`src/rtl/core/lbr_pkg.sv`:
```
// Shared types, constants and helper functions of the longest bit run tracker.
package lbr_pkg;

  localparam int LBR_WORD_BITS = 32;
  localparam int LEN_W         = 6;
  localparam int IN_W          = 32;

  localparam logic [IN_W-1:0] ALT_PAT_A = 32'h5555_5555;
  localparam logic [IN_W-1:0] ALT_PAT_B = 32'hAAAA_AAAA;

  typedef enum logic [1:0] {
    ST_IDLE,
    ST_RUN,
    ST_EMIT
  } lbr_state_t;

  // Status from the run-length unit to the sequencer
  typedef struct packed {
    logic             done;
    logic [LEN_W-1:0] one_len;
    logic [LEN_W-1:0] zero_len;
    logic [LEN_W-1:0] alt_a_len;
    logic [LEN_W-1:0] alt_b_len;
  } run_stat_t;

  typedef struct packed {
    logic [3:0] tens;
    logic [3:0] units;
  } dec_pair_t;

  // Seven-segment code, segment a in bit 0 through g in bit 6
  function automatic logic [7:0] seg_code(input logic [3:0] d);
    logic [7:0] code;
    case (d)
      4'd0:    code = 8'b0011_1111;
      4'd1:    code = 8'b0000_0110;
      4'd2:    code = 8'b0101_1011;
      4'd3:    code = 8'b0100_1111;
      4'd4:    code = 8'b0110_0110;
      4'd5:    code = 8'b0110_1101;
      4'd6:    code = 8'b0111_1101;
      4'd7:    code = 8'b0000_0111;
      4'd8:    code = 8'b0111_1111;
      4'd9:    code = 8'b0110_0111;
      default: code = 8'b0000_0000;
    endcase
    return code;
  endfunction

  // Split a 6-bit value into decimal tens and units by compare and subtract
  function automatic dec_pair_t dec_split(input logic [LEN_W-1:0] v);
    dec_pair_t  r;
    logic [3:0] t;
    logic [LEN_W-1:0] tens10;
    if (v >= LEN_W'(60))      t = 4'd6;
    else if (v >= LEN_W'(50)) t = 4'd5;
    else if (v >= LEN_W'(40)) t = 4'd4;
    else if (v >= LEN_W'(30)) t = 4'd3;
    else if (v >= LEN_W'(20)) t = 4'd2;
    else if (v >= LEN_W'(10)) t = 4'd1;
    else                      t = 4'd0;
    tens10  = LEN_W'({t, 3'b000}) + LEN_W'({t, 1'b0});
    r.tens  = t;
    r.units = 4'(v - tens10);
    return r;
  endfunction

endpackage

```
`src/rtl/core/lbr_ifs.sv`:
```
// Handshake channel interfaces for the input word and the result.
interface lbr_word_if;
  import lbr_pkg::*;
  logic            valid;
  logic            ready;
  logic [IN_W-1:0] word;

  modport source (output valid, output word, input ready);
  modport sink   (input valid, input word, output ready);
endinterface

interface lbr_result_if;
  import lbr_pkg::*;
  logic             valid;
  logic             ready;
  logic [LEN_W-1:0] max_zero_run;
  logic [LEN_W-1:0] max_one_run;
  logic [LEN_W-1:0] max_alt_run;
  logic [31:0]      seg_four_digits;
  logic [15:0]      seg_two_digits;
  logic             batch_end;

  modport source (output valid, output max_zero_run, output max_one_run,
                  output max_alt_run, output seg_four_digits, output seg_two_digits,
                  output batch_end, input ready);
  modport sink   (input valid, input max_zero_run, input max_one_run,
                  input max_alt_run, input seg_four_digits, input seg_two_digits,
                  input batch_end, output ready);
endinterface

```
`src/rtl/core/lbr_run_unit.sv`:
```
// Iterative shift-and-AND unit measuring four run lengths of one word.
module lbr_run_unit #(
  parameter int WORD_BITS = lbr_pkg::LBR_WORD_BITS
) (
  input  logic                  clk,
  input  logic                  rst,
  input  logic                  start,
  input  logic [WORD_BITS-1:0]  word,
  output lbr_pkg::run_stat_t    stat
);
  import lbr_pkg::*;

  localparam int LANES = 4;

  logic [WORD_BITS-1:0] lane [LANES];
  logic [LEN_W-1:0]     len  [LANES];
  logic                 busy;
  logic                 done;
  logic                 all_zero;

  // Loop ends once every lane has collapsed to zero
  always_comb begin
    all_zero = (lane[0] == '0) && (lane[1] == '0) && (lane[2] == '0) && (lane[3] == '0);
  end

  // Sequence control
  always_ff @(posedge clk) begin
    if (rst) begin
      busy <= 1'b0;
      done <= 1'b0;
    end else begin
      done <= 1'b0;
      if (start) begin
        busy <= 1'b1;
      end else if (busy && all_zero) begin
        busy <= 1'b0;
        done <= 1'b1;
      end
    end
  end

  // Load the lanes, then shift-and-AND each one and count the steps it survives
  always_ff @(posedge clk) begin
    if (start) begin
      lane[0] <= word;
      lane[1] <= ~word;
      lane[2] <= word ^ ALT_PAT_A[WORD_BITS-1:0];
      lane[3] <= word ^ ALT_PAT_B[WORD_BITS-1:0];
      for (int i = 0; i < LANES; i++) len[i] <= '0;
    end else if (busy && !all_zero) begin
      for (int i = 0; i < LANES; i++) begin
        lane[i] <= lane[i] & (lane[i] >> 1);
        if (lane[i] != '0) len[i] <= len[i] + LEN_W'(1);
      end
    end
  end

  assign stat.done      = done;
  assign stat.one_len   = len[0];
  assign stat.zero_len  = len[1];
  assign stat.alt_a_len = len[2];
  assign stat.alt_b_len = len[3];

endmodule

```
`src/rtl/core/lbr_seg_enc.sv`:
```
// Decimal split and seven-segment encoding of the three maxima.
module lbr_seg_enc (
  input  logic [lbr_pkg::LEN_W-1:0] zero_run,
  input  logic [lbr_pkg::LEN_W-1:0] one_run,
  input  logic [lbr_pkg::LEN_W-1:0] alt_run,
  output logic [31:0]               seg4,
  output logic [15:0]               seg2
);
  import lbr_pkg::*;

  dec_pair_t zero_dec;
  dec_pair_t one_dec;
  dec_pair_t alt_dec;

  // zeros*100+ones: zeros supply thousands and hundreds, ones tens and units
  always_comb begin
    zero_dec = dec_split(zero_run);
    one_dec  = dec_split(one_run);
    alt_dec  = dec_split(alt_run);
    seg4 = {seg_code(zero_dec.tens), seg_code(zero_dec.units),
            seg_code(one_dec.tens), seg_code(one_dec.units)};
    seg2 = {seg_code(alt_dec.tens), seg_code(alt_dec.units)};
  end

endmodule

```
`src/rtl/core/longest_bit_run_tracker.sv`:
```
// Longest bit run tracker: top level with sequencer, batch maxima and result register.
//
// Each input word has its runs of ones, zeros and alternating patterns measured in the
// run unit, which makes one shift-and-AND step per cycle until every lane is zero;
// a zero (terminator) word skips the run unit and goes straight to the emit step.
// A word whose result finds the previous one still waiting for its transfer stays in
// the emit step until that transfer completes. One word is in work at a time and the
// input is not ready meanwhile; a finished result waits in the output register while
// the next word is taken. Only the low WORD_BITS bits of a word are looked at.
// A terminator reports the batch maxima with batch_end set and clears them; a
// terminator first in a batch reports zeros.
module longest_bit_run_tracker #(
  parameter int WORD_BITS = lbr_pkg::LBR_WORD_BITS
) (
  input logic         clk,
  input logic         rst,
  lbr_word_if.sink    item,
  lbr_result_if.source result
);
  import lbr_pkg::*;

  lbr_state_t        state, state_next;
  run_stat_t         run_stat;
  logic              run_start;
  logic              out_load;
  logic              accept;
  logic              word_zero;
  logic              end_flag;
  logic [LEN_W-1:0]  best_zero_run, best_one_run, best_alt_run;
  logic [LEN_W-1:0]  alt_len;
  logic [31:0]       seg4;
  logic [15:0]       seg2;
  logic              out_valid;
  logic [LEN_W-1:0]  out_zero, out_one, out_alt;
  logic [31:0]       out_seg4;
  logic [15:0]       out_seg2;
  logic              out_end;

  assign word_zero  = (item.word[WORD_BITS-1:0] == '0);
  assign item.ready = (state == ST_IDLE);
  assign accept     = item.valid && item.ready;

  lbr_run_unit #(.WORD_BITS(WORD_BITS)) u_run (
    .clk   (clk),
    .rst   (rst),
    .start (run_start),
    .word  (item.word[WORD_BITS-1:0]),
    .stat  (run_stat)
  );

  lbr_seg_enc u_seg (
    .zero_run (best_zero_run),
    .one_run  (best_one_run),
    .alt_run  (best_alt_run),
    .seg4     (seg4),
    .seg2     (seg2)
  );

  // State register
  always_ff @(posedge clk) begin
    if (rst) begin
      state <= ST_IDLE;
    end else begin
      state <= state_next;
    end
  end

  // Next state and sequencer outputs
  always_comb begin
    state_next = state;
    run_start  = 1'b0;
    out_load   = 1'b0;
    case (state)
      ST_IDLE: begin
        if (item.valid) begin
          if (word_zero) begin
            state_next = ST_EMIT;
          end else begin
            run_start  = 1'b1;
            state_next = ST_RUN;
          end
        end
      end
      ST_RUN: begin
        if (run_stat.done) state_next = ST_EMIT;
      end
      ST_EMIT: begin
        if (!out_valid || result.ready) begin
          out_load   = 1'b1;
          state_next = ST_IDLE;
        end
      end
      default: state_next = ST_IDLE;
    endcase
  end

  // Remember whether the word in work is the terminator
  always_ff @(posedge clk) begin
    if (rst) begin
      end_flag <= 1'b0;
    end else if (accept) begin
      end_flag <= word_zero;
    end
  end

  assign alt_len = (run_stat.alt_a_len > run_stat.alt_b_len) ?
                   run_stat.alt_a_len : run_stat.alt_b_len;

  // Advance the batch maxima; drop them once a terminator result is out
  always_ff @(posedge clk) begin
    if (rst) begin
      best_zero_run <= '0;
      best_one_run  <= '0;
      best_alt_run  <= '0;
    end else if (run_stat.done) begin
      if (run_stat.zero_len > best_zero_run) best_zero_run <= run_stat.zero_len;
      if (run_stat.one_len > best_one_run)   best_one_run  <= run_stat.one_len;
      if (alt_len > best_alt_run)            best_alt_run  <= alt_len;
    end else if (out_load && end_flag) begin
      best_zero_run <= '0;
      best_one_run  <= '0;
      best_alt_run  <= '0;
    end
  end

  // Output register: hold until the transfer completes
  always_ff @(posedge clk) begin
    if (rst) begin
      out_valid <= 1'b0;
    end else if (out_load) begin
      out_valid <= 1'b1;
    end else if (result.ready) begin
      out_valid <= 1'b0;
    end
  end

  always_ff @(posedge clk) begin
    if (out_load) begin
      out_zero <= best_zero_run;
      out_one  <= best_one_run;
      out_alt  <= best_alt_run;
      out_seg4 <= seg4;
      out_seg2 <= seg2;
      out_end  <= end_flag;
    end
  end

  assign result.valid           = out_valid;
  assign result.max_zero_run    = out_zero;
  assign result.max_one_run     = out_one;
  assign result.max_alt_run     = out_alt;
  assign result.seg_four_digits = out_seg4;
  assign result.seg_two_digits  = out_seg2;
  assign result.batch_end       = out_end;

  // A terminator result leaves the maxima cleared
  a_clear_after_end: assert property (@(posedge clk) disable iff (rst)
    out_load && end_flag |=>
      best_zero_run == '0 && best_one_run == '0 && best_alt_run == '0)
    else $error("maxima not cleared after batch end");

  // The run unit finishes only while the sequencer waits for it
  a_done_in_run: assert property (@(posedge clk) disable iff (rst)
    run_stat.done |-> state == ST_RUN)
    else $error("run unit done outside run state");

  // Maxima never fall while a word is folded in
  a_max_monotonic: assert property (@(posedge clk) disable iff (rst)
    run_stat.done |=> best_one_run >= $past(best_one_run) &&
                      best_zero_run >= $past(best_zero_run) &&
                      best_alt_run >= $past(best_alt_run))
    else $error("batch maximum decreased");

  // No run can exceed the word width
  a_max_bound: assert property (@(posedge clk) disable iff (rst)
    best_one_run <= LEN_W'(WORD_BITS) && best_zero_run <= LEN_W'(WORD_BITS) &&
    best_alt_run <= LEN_W'(WORD_BITS))
    else $error("run maximum beyond word width");

endmodule

```
`src/flat_wrapper.sv`:
```
// flat-port wrapper written by rule: the top's interface ports become plain ports
module longest_bit_run_tracker_flat import lbr_pkg::*;
#(
  parameter int WORD_BITS = lbr_pkg::LBR_WORD_BITS
)
  (clk, rst, item_valid, item_word, item_ready, result_valid, result_max_zero_run, result_max_one_run, result_max_alt_run, result_seg_four_digits, result_seg_two_digits, result_batch_end, result_ready);
  lbr_word_if item_i ();
  lbr_result_if result_i ();
  input logic clk;
  input logic rst;
  input wire logic [$bits(item_i.valid)-1:0] item_valid;
  input wire logic [$bits(item_i.word)-1:0] item_word;
  output wire logic [$bits(item_i.ready)-1:0] item_ready;
  output wire logic [$bits(result_i.valid)-1:0] result_valid;
  output wire logic [$bits(result_i.max_zero_run)-1:0] result_max_zero_run;
  output wire logic [$bits(result_i.max_one_run)-1:0] result_max_one_run;
  output wire logic [$bits(result_i.max_alt_run)-1:0] result_max_alt_run;
  output wire logic [$bits(result_i.seg_four_digits)-1:0] result_seg_four_digits;
  output wire logic [$bits(result_i.seg_two_digits)-1:0] result_seg_two_digits;
  output wire logic [$bits(result_i.batch_end)-1:0] result_batch_end;
  input wire logic [$bits(result_i.ready)-1:0] result_ready;
  assign item_i.valid = item_valid;
  assign item_i.word = item_word;
  assign item_ready = item_i.ready;
  assign result_valid = result_i.valid;
  assign result_max_zero_run = result_i.max_zero_run;
  assign result_max_one_run = result_i.max_one_run;
  assign result_max_alt_run = result_i.max_alt_run;
  assign result_seg_four_digits = result_i.seg_four_digits;
  assign result_seg_two_digits = result_i.seg_two_digits;
  assign result_batch_end = result_i.batch_end;
  assign result_i.ready = result_ready;
  longest_bit_run_tracker #(.WORD_BITS(WORD_BITS)) u_core (.clk(clk), .rst(rst), .item(item_i), .result(result_i));
endmodule
```
`config.mk`:
```
export PLATFORM = sky130hd
export DESIGN_NAME = longest_bit_run_tracker_flat
export DESIGN_NICKNAME = d
export VERILOG_FILES = /design/src/rtl/core/lbr_pkg.sv /design/src/rtl/core/lbr_ifs.sv /design/src/rtl/core/lbr_run_unit.sv /design/src/rtl/core/lbr_seg_enc.sv /design/src/rtl/core/longest_bit_run_tracker.sv /design/src/flat_wrapper.sv
export SDC_FILE = /design/constraint.sdc
export NUM_CORES = 1
export LEC_CHECK = 0
export ABC_AREA = 1
export BUFFER_PORTS_ARGS = -buffer_cell sky130_fd_sc_hd__buf_4
export CAP_MARGIN = 40
export CORE_ASPECT_RATIO = 1.25
export CORE_MARGIN = 1
export CORE_UTILIZATION = 55
export DETAILED_ROUTE_END_ITERATION = 10
export GPL_TIMING_DRIVEN = 0
export PLACE_DENSITY = 0.8
export SETUP_SLACK_MARGIN = 0.05
export SYNTH_ARGS = -nofsm -noshare
export SYNTH_HDL_FRONTEND = slang
export SYNTH_SLANG_ARGS = --single-unit
```
`constraint.sdc`:
```
create_clock -name clk -period 6.3 [get_ports clk]
set_input_delay 1.26 -clock clk [delete_from_list [all_inputs] [get_ports clk]]
set_output_delay 1.26 -clock clk [all_outputs]
set_load 0.02 [all_outputs]
```
==> summary.txt, run 1 <==
Flow run
  – Max Cap Viol: 0

CTS
  – Setup Fix Bufs, Post-CTS: 0
  – Clk slew on worst S/H paths: 60 ps
  – CTS Hold Bufs: 0
  – Clk buf depth: 3
  – Skew-Pair Late Insertion Delay: 530 ps
  – # resized after CTS: 0
  – CTS tree: built
  – Clk sinks: 236
  – H-tree depth: 1
  – Total CTS buffers: 25
  – Clock root cell: clkbuf_16

Detailed routing
  – Vias after detailed routing: 11,378
  – 1st-pass router iterations: 7
  – DRT antenna net count: 0
  – Met3 wire len: 1.70 mm
  – Drt drc: 0
  – Drt wl/cell: between 10 and 15 um
  – Met2 wire len: 15.7 mm
  – DR vias/cell: 5.29
  – Top sig layer: met4
  – WL met1: 12.5 mm
  – DRT iter0 DRCs: between 700 and 800
  – Routed WL: about 31 mm

Cells and area
  – Total Nets Final: 1,917
  – Antenna cell count: 0
  – Design area: 0.0160 mm2
  – Final core utilization: 64.7%
  – Total of fill cells in the finished design: 2,052
  – Area Growth Syn to Fin: 14.8%
  – Fraction of layout cells with a size suffix above 1: 13.3%

Power
  – Leakage: 7.83 nW
  – Worst vdd rail ir drop: 0.000221 V
  – Pwr dens: 259 mW/mm2

Worst setup path
  – Crit path max fanout: 7
  – Critical path type: flip-flop to flip-flop
  – Critical path data arrival time: 3680 ps
  – Reg2reg start: u_core.u_run.len[3][1]
  – Critical Path Sink: u_core.best_alt_run[5]
  – FF-to-FF path depth: 17
  – Setup crit end kind: flip-flop
  – Reg2reg end: u_core.best_alt_run[5]
  – Setup slack, reg-to-reg: about 3000 ps
  – Required @ worst endpoint: 6690 ps
  – Startpoint Class: flip-flop
  – Setup crit start: u_core.u_run.len[3][1]

Logic synthesis
  – Yosys warnings: 0
  – FF+latch count, synth: 236
  – Ys flop type: edfxtp_1
  – Commonest cells in the netlist: 517 x nand2_1, 250 x inv_1, 210 x edfxtp_1
  – Count leader, synth: nand2_1
  – Sequential share of the synthesized area: 49.1%
  – Share of the synthesized area in the top cell type: 45.4%
  – Post-Syn Area: 0.0139 mm2
  – Main area contributors after synthesis: edfxtp_1 45%, nand2_1 14%, ha_1 6.9%
  – Yosys cell types: 43
  – EDFF count, synth: 210
  – Syn Area/Cell: 8.31 um2
  – Post-synth ARST share: 0%
  – Leading area contributor after synthesis: edfxtp_1
  – Mapped Cells: 1,671

Timing
  – Worst Skew: between 15 and 20 ps
  – Max Slew Vio Count: 0
  – Max Clk Rate: just over 300 MHz
  – RSZ-0062 raised after global routing: no
  – Final WS setup: between 3000 and 4000 ps
  – Final Hold Vio Count: 0
  – Crit share post-route: 52.3%
  – Max-Slew Margin vs Limit: 55.9%
  – Slew @ Worst Pin: 661 ps
  – Setup TNS Final: 0 ps
  – Setup-failing EPs final: 0
  – Min Tclk post-route: approximately 3300 ps

Floorplanning
  – DIE WIDTH: 144 um
  – Die ar.: 0.0259 mm2
  – Die H: 180 um
  – FP Rows: 64
  – Core area: 0.0247 mm2
  – Initial core utilization: 56.3%
  – Ports: 105

Place
  – Dpl hpwl: about 23 mm
  – Placed inst area: between 0.015 and 0.02 mm2
  – Pre-CTS WS: 2560 ps
  – Number of port buffers: 98
  – GPL Wtd Cong: 0.918

Global route
  – First-pass GRT wire length: around 51 mm
  – Vias in the first global route: 10,751
  – Gr usage total: 24.4%
  – Initial antenna violation count: 0
  – Total gr overflow: 0
  – Largest net degree at the start of global routing: 54

Outcome
  – Status: complete, no violations

Worst hold path
  – Hold/Removal Path Class: flip-flop to flip-flop
-- worst max-delay path: stages (launching register included) --
cell and delay [ps]:
edfxtp_1 400, inv_1 140, ha_1 260, inv_1 60, nor2_1 30, o21ai_0 160, nand3_1 220, nand2_1 240
nand2_1 90, and2_1 150, ha_1 290, nand2_1 80, nor2_1 130, o21ai_0 100, a31oi_1 430, nor2_1 220
nand2_1 110, a21oi_1 60
-- stage by stage --
step,hold slack (ps),power [mW],std cells
6_report,428,4.13,2152
4_1_cts,431,4.14,2152
3_5_place_dp,413,2.68,2107
5_1_grt,443,4.30,2152
3_3_place_gp,408,2.66,2104
2_1_floorplan,403,2.48,1676
-- cells by family after synthesis --
family | after synthesis | share of synthesized area, %
fa+ha+maj | 77 | 6.94
buf+inv | 326 | 9.63
xor+xnor | 18 | 1.19
flops | 236 | 49.1
other cells | 1 | 0.0270
compound gates | 69 | 2.78
simple gates | 944 | 30.3
-- metal layers --
metal	vias up	global-route usage, %
li1	5706	-
met1	5212	29.8
met2	375	43.1
met3	85	2.64
met4	0	10.7
met5	-	0
-- cell type report --
cell class	count	area, um2	area share (%)
Tap cell	330	413	2.59
Clock buffer	28	658	4.13
Inverter	261	980	6.14
Clock inverter	17	151	0.949
Multi-Input combinational cell	1114	5750	36.1
Sequential cell	236	6830	42.8
Buffer	65	358	2.24
Timing Repair Buffer	101	811	5.08
-- worst min-delay path by stage --
stage	start	to	slack, ps	cells past startpoint
6_report	u_core.best_alt_run[3]	u_core.result.max_alt_run[3]	430	0
5_1_grt	u_core.best_alt_run[3]	u_core.result.max_alt_run[3]	440	0
4_1_cts	u_core.best_alt_run[3]	u_core.result.max_alt_run[3]	430	0
3_5_place_dp	u_core.best_alt_run[3]	u_core.result.max_alt_run[3]	410	0
3_3_place_gp	u_core.best_alt_run[3]	u_core.result.max_alt_run[3]	410	0
2_1_floorplan	u_core.best_alt_run[3]	u_core.result.max_alt_run[3]	400	0
-- flip-flops by register name (all words and copies together), names as in the netlist, 2 cells and up --
register / cells
u_core.best_alt_run: 6
u_core.best_one_run: 6
u_core.best_zero_run: 6
u_core.result.max_alt_run: 6
u_core.result.max_one_run: 6
u_core.result.max_zero_run: 6
u_core.result.seg_four_digits: 28
u_core.result.seg_two_digits: 14
u_core.state: 2
u_core.u_run.lane: 127
u_core.u_run.len: 24
-- power by group --
group          leakage, nW  internal (mW)  switching [mW]  total, mW
clock network        0.391          0.836           0.626       1.46
logic                 5.26          0.218           0.414      0.632
registers             2.18           1.90           0.127       2.03
total                 7.83           2.96            1.17       4.13
-- cells in the final DEF (no fill, tap or decap), types with 16 or more instances in the layout --
cell type / n
nand3_1: 71
a21oi_1: 34
buf_2: 22
nand4_1: 140
inv_1: 249
clkbuf_1: 20
buf_4: 117
edfxtp_1: 210
or2_2: 19
ha_1: 77
clkbuf_16: 26
nand2_1: 516
or2_1: 16
o21ai_0: 19
nor2_1: 141
dfxtp_1: 26
Note: power is estimated with default switching activity, not from simulation.
==> inputs of run 2 (changes only) <==
--- a/config.mk
+++ b/config.mk
@@ -5,15 +5,15 @@
 export SDC_FILE = /design/constraint.sdc
 export NUM_CORES = 1
 export LEC_CHECK = 0
-export ABC_AREA = 1
+export ABC_AREA = 0
 export BUFFER_PORTS_ARGS = -buffer_cell sky130_fd_sc_hd__buf_4
 export CAP_MARGIN = 40
 export CORE_ASPECT_RATIO = 1.25
 export CORE_MARGIN = 1
-export CORE_UTILIZATION = 55
+export CORE_UTILIZATION = 54
 export DETAILED_ROUTE_END_ITERATION = 10
 export GPL_TIMING_DRIVEN = 0
-export PLACE_DENSITY = 0.8
+export PLACE_DENSITY = 0.82
 export SETUP_SLACK_MARGIN = 0.05
 export SYNTH_ARGS = -nofsm -noshare
 export SYNTH_HDL_FRONTEND = slang
==> constraint.sdc (replaced) <==
create_clock -name clk -period 2.7 [get_ports clk]
set_input_delay 0.54 -clock clk [delete_from_list [all_inputs] [get_ports clk]]
set_output_delay 0.54 -clock clk [all_outputs]
set_load 0.02 [all_outputs]
==> summary.txt, run 2 <==
Outcome
  – Status: finished, violations left (was complete, no violations)
  – Failing checks: negative setup slack

Logic synthesis
  – Ys flop type: edfxtp_1 (unchanged)
  – Main combinational cell family by area after synthesis: compound AO/OA/AOI/OAI gates (was simple AND/OR/NAND/NOR gates)
  – Commonest cells in the netlist: 210 x edfxtp_1, 131 x nand2_1, 77 x ha_1 (was 517 x nand2_1, 250 x inv_1, 210 x edfxtp_1)
  – Main area contributors after synthesis: edfxtp_1 52%, ha_1 7.9%, dfxtp_1 4.3% (was edfxtp_1 45%, nand2_1 14%, ha_1 6.9%)
  – Sequential share of the synthesized area: 56.0% (was 49.1%)
  – Post-Syn Area: 0.0122 mm2 (was 0.0139 mm2)
  – Yosys warnings: 0 (unchanged)
  – Leading area contributor after synthesis: edfxtp_1 (unchanged)
  – Area share of and/or/nand/nor cells after synthesis: 12.8% (was 30.3%)
  – EDFF count, synth: 210 (unchanged)
  – Mapped Cells: 1,063 (was 1,671)
  – Adder-cell share of the synthesized area: 7.91% (was 6.94%)
  – Count leader, synth: edfxtp_1 (was nand2_1)
  – Mux cell area share after synthesis: 1.70% (was 0%)
  – Post-synth ARST share: 0% (unchanged)
  – FF+latch count, synth: 236 (unchanged)
  – XOR/XNOR share of the synthesized area: 2.27% (was 1.19%)
  – Compound-gate portion of the synthesized area: 15.1% (was 2.78%)
  – Syn Area/Cell: 11.5 um2 (was 8.31 um2)
  – Yosys cell types: 62 (was 43)
  – Share of the synthesized area in the top cell type: 51.8% (was 45.4%)

Global route
  – First-pass GRT wire length: 49.6 mm (was 50.9 mm)
  – Initial antenna violation count: 0 (unchanged)
  – Vias in the first global route: 9,748 (was 10,751)
  – Total gr overflow: 0 (unchanged)
  – Gr usage total: 27.6% (was 24.4%)
  – Largest net degree at the start of global routing: 37 (was 54)

Cells and area
  – Final Non-Filler Cells: 1,575 (was 2,152)
  – Max reg flops: 127 (unchanged)
  – Storage cell area: 0.00684 mm2 (was 0.00683 mm2)
  – Fraction of layout cells with a size suffix above 1: 35.7% (was 13.3%)
  – Most common cell after layout, fill and taps aside: edfxtp_1 (was nand2_1)
  – Commonest non-fill, non-tap cells in the layout: 210 x edfxtp_1, 140 x buf_4, 115 x nand2_1 (was 516 x nand2_1, 249 x inv_1, 210 x edfxtp_1)
  – Total of fill cells in the finished design: 1,252 (was 2,052)
  – Antenna cell count: 0 (unchanged)
  – Multi-input logic area: 0.00600 mm2 (was 0.00575 mm2)
  – Top reg by flops: u_core.u_run.lane (unchanged)
  – Area Growth Syn to Fin: 37.8% (was 14.8%)
  – Total Nets Final: 1,389 (was 1,917)

Flow run
  – Max Cap Viol: 0 (unchanged)

Floorplanning
  – Initial core utilization: 54.9% (was 56.3%)
  – Die ar.: 0.0232 mm2 (was 0.0259 mm2)
  – Core area: 0.0222 mm2 (was 0.0247 mm2)
  – Die H: 170 um (was 180 um)
  – FP Rows: 61 (was 64)
  – DIE WIDTH: 136 um (was 144 um)
  – Ports: 105 (unchanged)

CTS
  – Total CTS buffers: 23 (was 25)
  – Skew-Pair Late Insertion Delay: 530 ps (about the same)
  – Clk buf depth: 3 (unchanged)
  – CTS tree: built (unchanged)
  – H-tree depth: 1 (unchanged)
  – Clk sinks: 236 (unchanged)
  – Clock root cell: clkbuf_16 (unchanged)
  – Clk slew on worst S/H paths: 70 ps (was 60 ps)

Power
  – Total design power: 9.97 mW (was 4.13 mW)
  – Leakage: 6.56 nW (was 7.83 nW)
  – Pwr dens: 594 mW/mm2 (was 259 mW/mm2)
  – Worst vdd rail ir drop: 0.000641 V (was 0.000221 V)

Worst hold path
  – Hold/Removal Path Class: input port to flip-flop (was flip-flop to flip-flop)

Worst setup path
  – Max stage delay cell, worst path: or4_4 (was a31oi_1)
  – Required @ worst endpoint: 2960 ps (was 6690 ps)
  – Startpoint Class: flip-flop (unchanged)
  – CP Cell Sequence: nor4_1 > nand4_1 > or4_4 > or2_1 > nor2b_4 > buf_12 > clkbuf_16 > a32o_2 (was inv_1 > ha_1 > inv_1 > nor2_1 > o21ai_0 > nand3_1 > nand2_1 > nand2_1 > and2_1 > ha_1 > nand2_1 > nor2_1 > o21ai_0 > a31oi_1 > nor2_1 > nand2_1 > a21oi_1)
  – CP bufs+invs: 2 (unchanged)
  – Critical path data arrival time: 3620 ps (was 3680 ps)
  – Setup slack, reg-to-reg: -660 ps (was 3010 ps)
  – Setup crit end kind: flip-flop (unchanged)
  – Max incr delay on CP: 630 ps (was 430 ps)
  – Critical path type: flip-flop to flip-flop (unchanged)
  – Crit path max fanout: 5 (was 7)
  – Worst path top cell family by delay: simple AND/OR/NAND/NOR gates (unchanged)

Timing
  – Max-Slew Margin vs Limit: 35.4% (was 55.9%)
  – Final Hold Vio Count: 0 (unchanged)
  – Final WS setup: -657 ps (was 3010 ps)
  – Min Tclk post-route: 3360 ps (was 3290 ps)
  – Setup TNS Final: -139,410 ps (was 0 ps)
  – RSZ-0062 raised after global routing: yes (was no)
  – Crit share post-route: 124% (was 52.3%)
  – Max Clk Rate: 298 MHz (was 304 MHz)
  – Worst Skew: 18.1 ps (was 16.2 ps)
  – Slew @ Worst Pin: 969 ps (was 661 ps)
  – Max Slew Vio Count: 0 (unchanged)
  – Final hold slack: 341 ps (was 428 ps)
  – Setup-failing EPs final: 285 (was 0)

Detailed routing
  – DRT antenna net count: 0 (unchanged)
  – Routed WL: 38.2 mm (was 31.2 mm)
  – DRT iter0 DRCs: 1,031 (was 711)
  – DR vias/cell: 6.55 (was 5.29)
  – 1st-pass router iterations: 6 (was 7)
  – Drt wl/cell: 24.3 um (was 14.5 um)
  – Drt drc: 0 (unchanged)
  – Vias after detailed routing: 10,315 (was 11,378)

Place
  – GPL Wtd Cong: 0.854 (was 0.918)
  – Number of port buffers: 97 (was 98)
  – Dpl hpwl: 19.3 mm (was 22.7 mm)
  – Placed Instances: 1,451 (was 2,107)
==> run 2: cells by family (layout without fill, tap and decap cells) <==
| kind of cell | after synthesis | count (layout) |
|---|---|---|
| other | 1 | 6 |
| AND/OR/NAND/NOR | 323 | 324 |
| AO/OA/AOI/OAI | 263 | 263 |
| adder cells (fa/ha/maj) | 77 | 77 |
| buffers and inverters | 113 | 336 |
| XOR/XNOR | 30 | 30 |
| multiplexers | 20 | 20 |
| flip-flops | 236 | 236 |
==> run 2: what timing repair did <==
| item | CTS | global route |
|---|---|---|
| gates resized for setup | 91 | 260 |
| pin swaps | 33 | 112 |
| hold endpoints to repair | 0 | 0 |
| setup endpoints to repair | 297 | 287 |
| buffers inserted | 29 | 33 |
| hold buffers | 0 | 0 |
| gates cloned | 19 | 12 |
==> run 2: cell type report <==
class                           count  area share, %
Sequential cell                   236           40.7
Clock inverter                     13           1.50
Multi-Input combinational cell    720           35.7
Tap cell                          283           2.11
Clock buffer                       28           3.72
Inverter                           56           1.25
Buffer                             54           2.67
Timing Repair Buffer              185           12.3
==> run 2: worst paths after layout <==
check | to | cells past startpoint | startpoint
setup / recovery | u_core.u_run.lane[0][9] | 8 | u_core.u_run.lane[2][1]
hold / removal | u_core.u_run.lane[2][31] | 3 | item_word[31]
setup reg to reg | u_core.u_run.lane[0][9] | 8 | u_core.u_run.lane[2][1]
hold reg to reg | u_core.result.max_one_run[4] | 0 | u_core.best_one_run[4]
==> run 2: where the power goes <==
part | leakage [nW] | switching (mW) | internal, mW | total (mW)
clock | 0.424 | 1.48 | 2.32 | 3.80
combinational | 3.85 | 0.823 | 0.793 | 1.62
sequential | 2.29 | 0.281 | 4.27 | 4.55
total | 6.56 | 2.58 | 7.39 | 9.97
==> run 2: layer usage <==
metal	part of all wire, %	GRT usage (%)	wire, um	vias to the layer above
li1	-	-	-	4460
met1	33	29.8	12500	4915
met2	51	51.4	19700	704
met3	7.9	4.62	3030	236
met4	7.8	13.0	2990	0
met5	0	0	0	-
==> run 2: worst min-delay path, delay by kind of cell <==
family,cells,cell delay (ps)
simple gates,1,60
compound gates,1,80
buf+inv,1,150
==> run 2: per-stage QoR <==
step | setup slack, ps | cell area, um2 | util, %
after floorplan | -120 | 12300 | -
after global placement | -947 | 13400 | 60.3
after detailed placement | -1060 | 13500 | 60.6
after CTS | -250 | 15400 | 69.4
after global routing | -605 | 16800 | 75.6
final | -657 | 16800 | 75.6
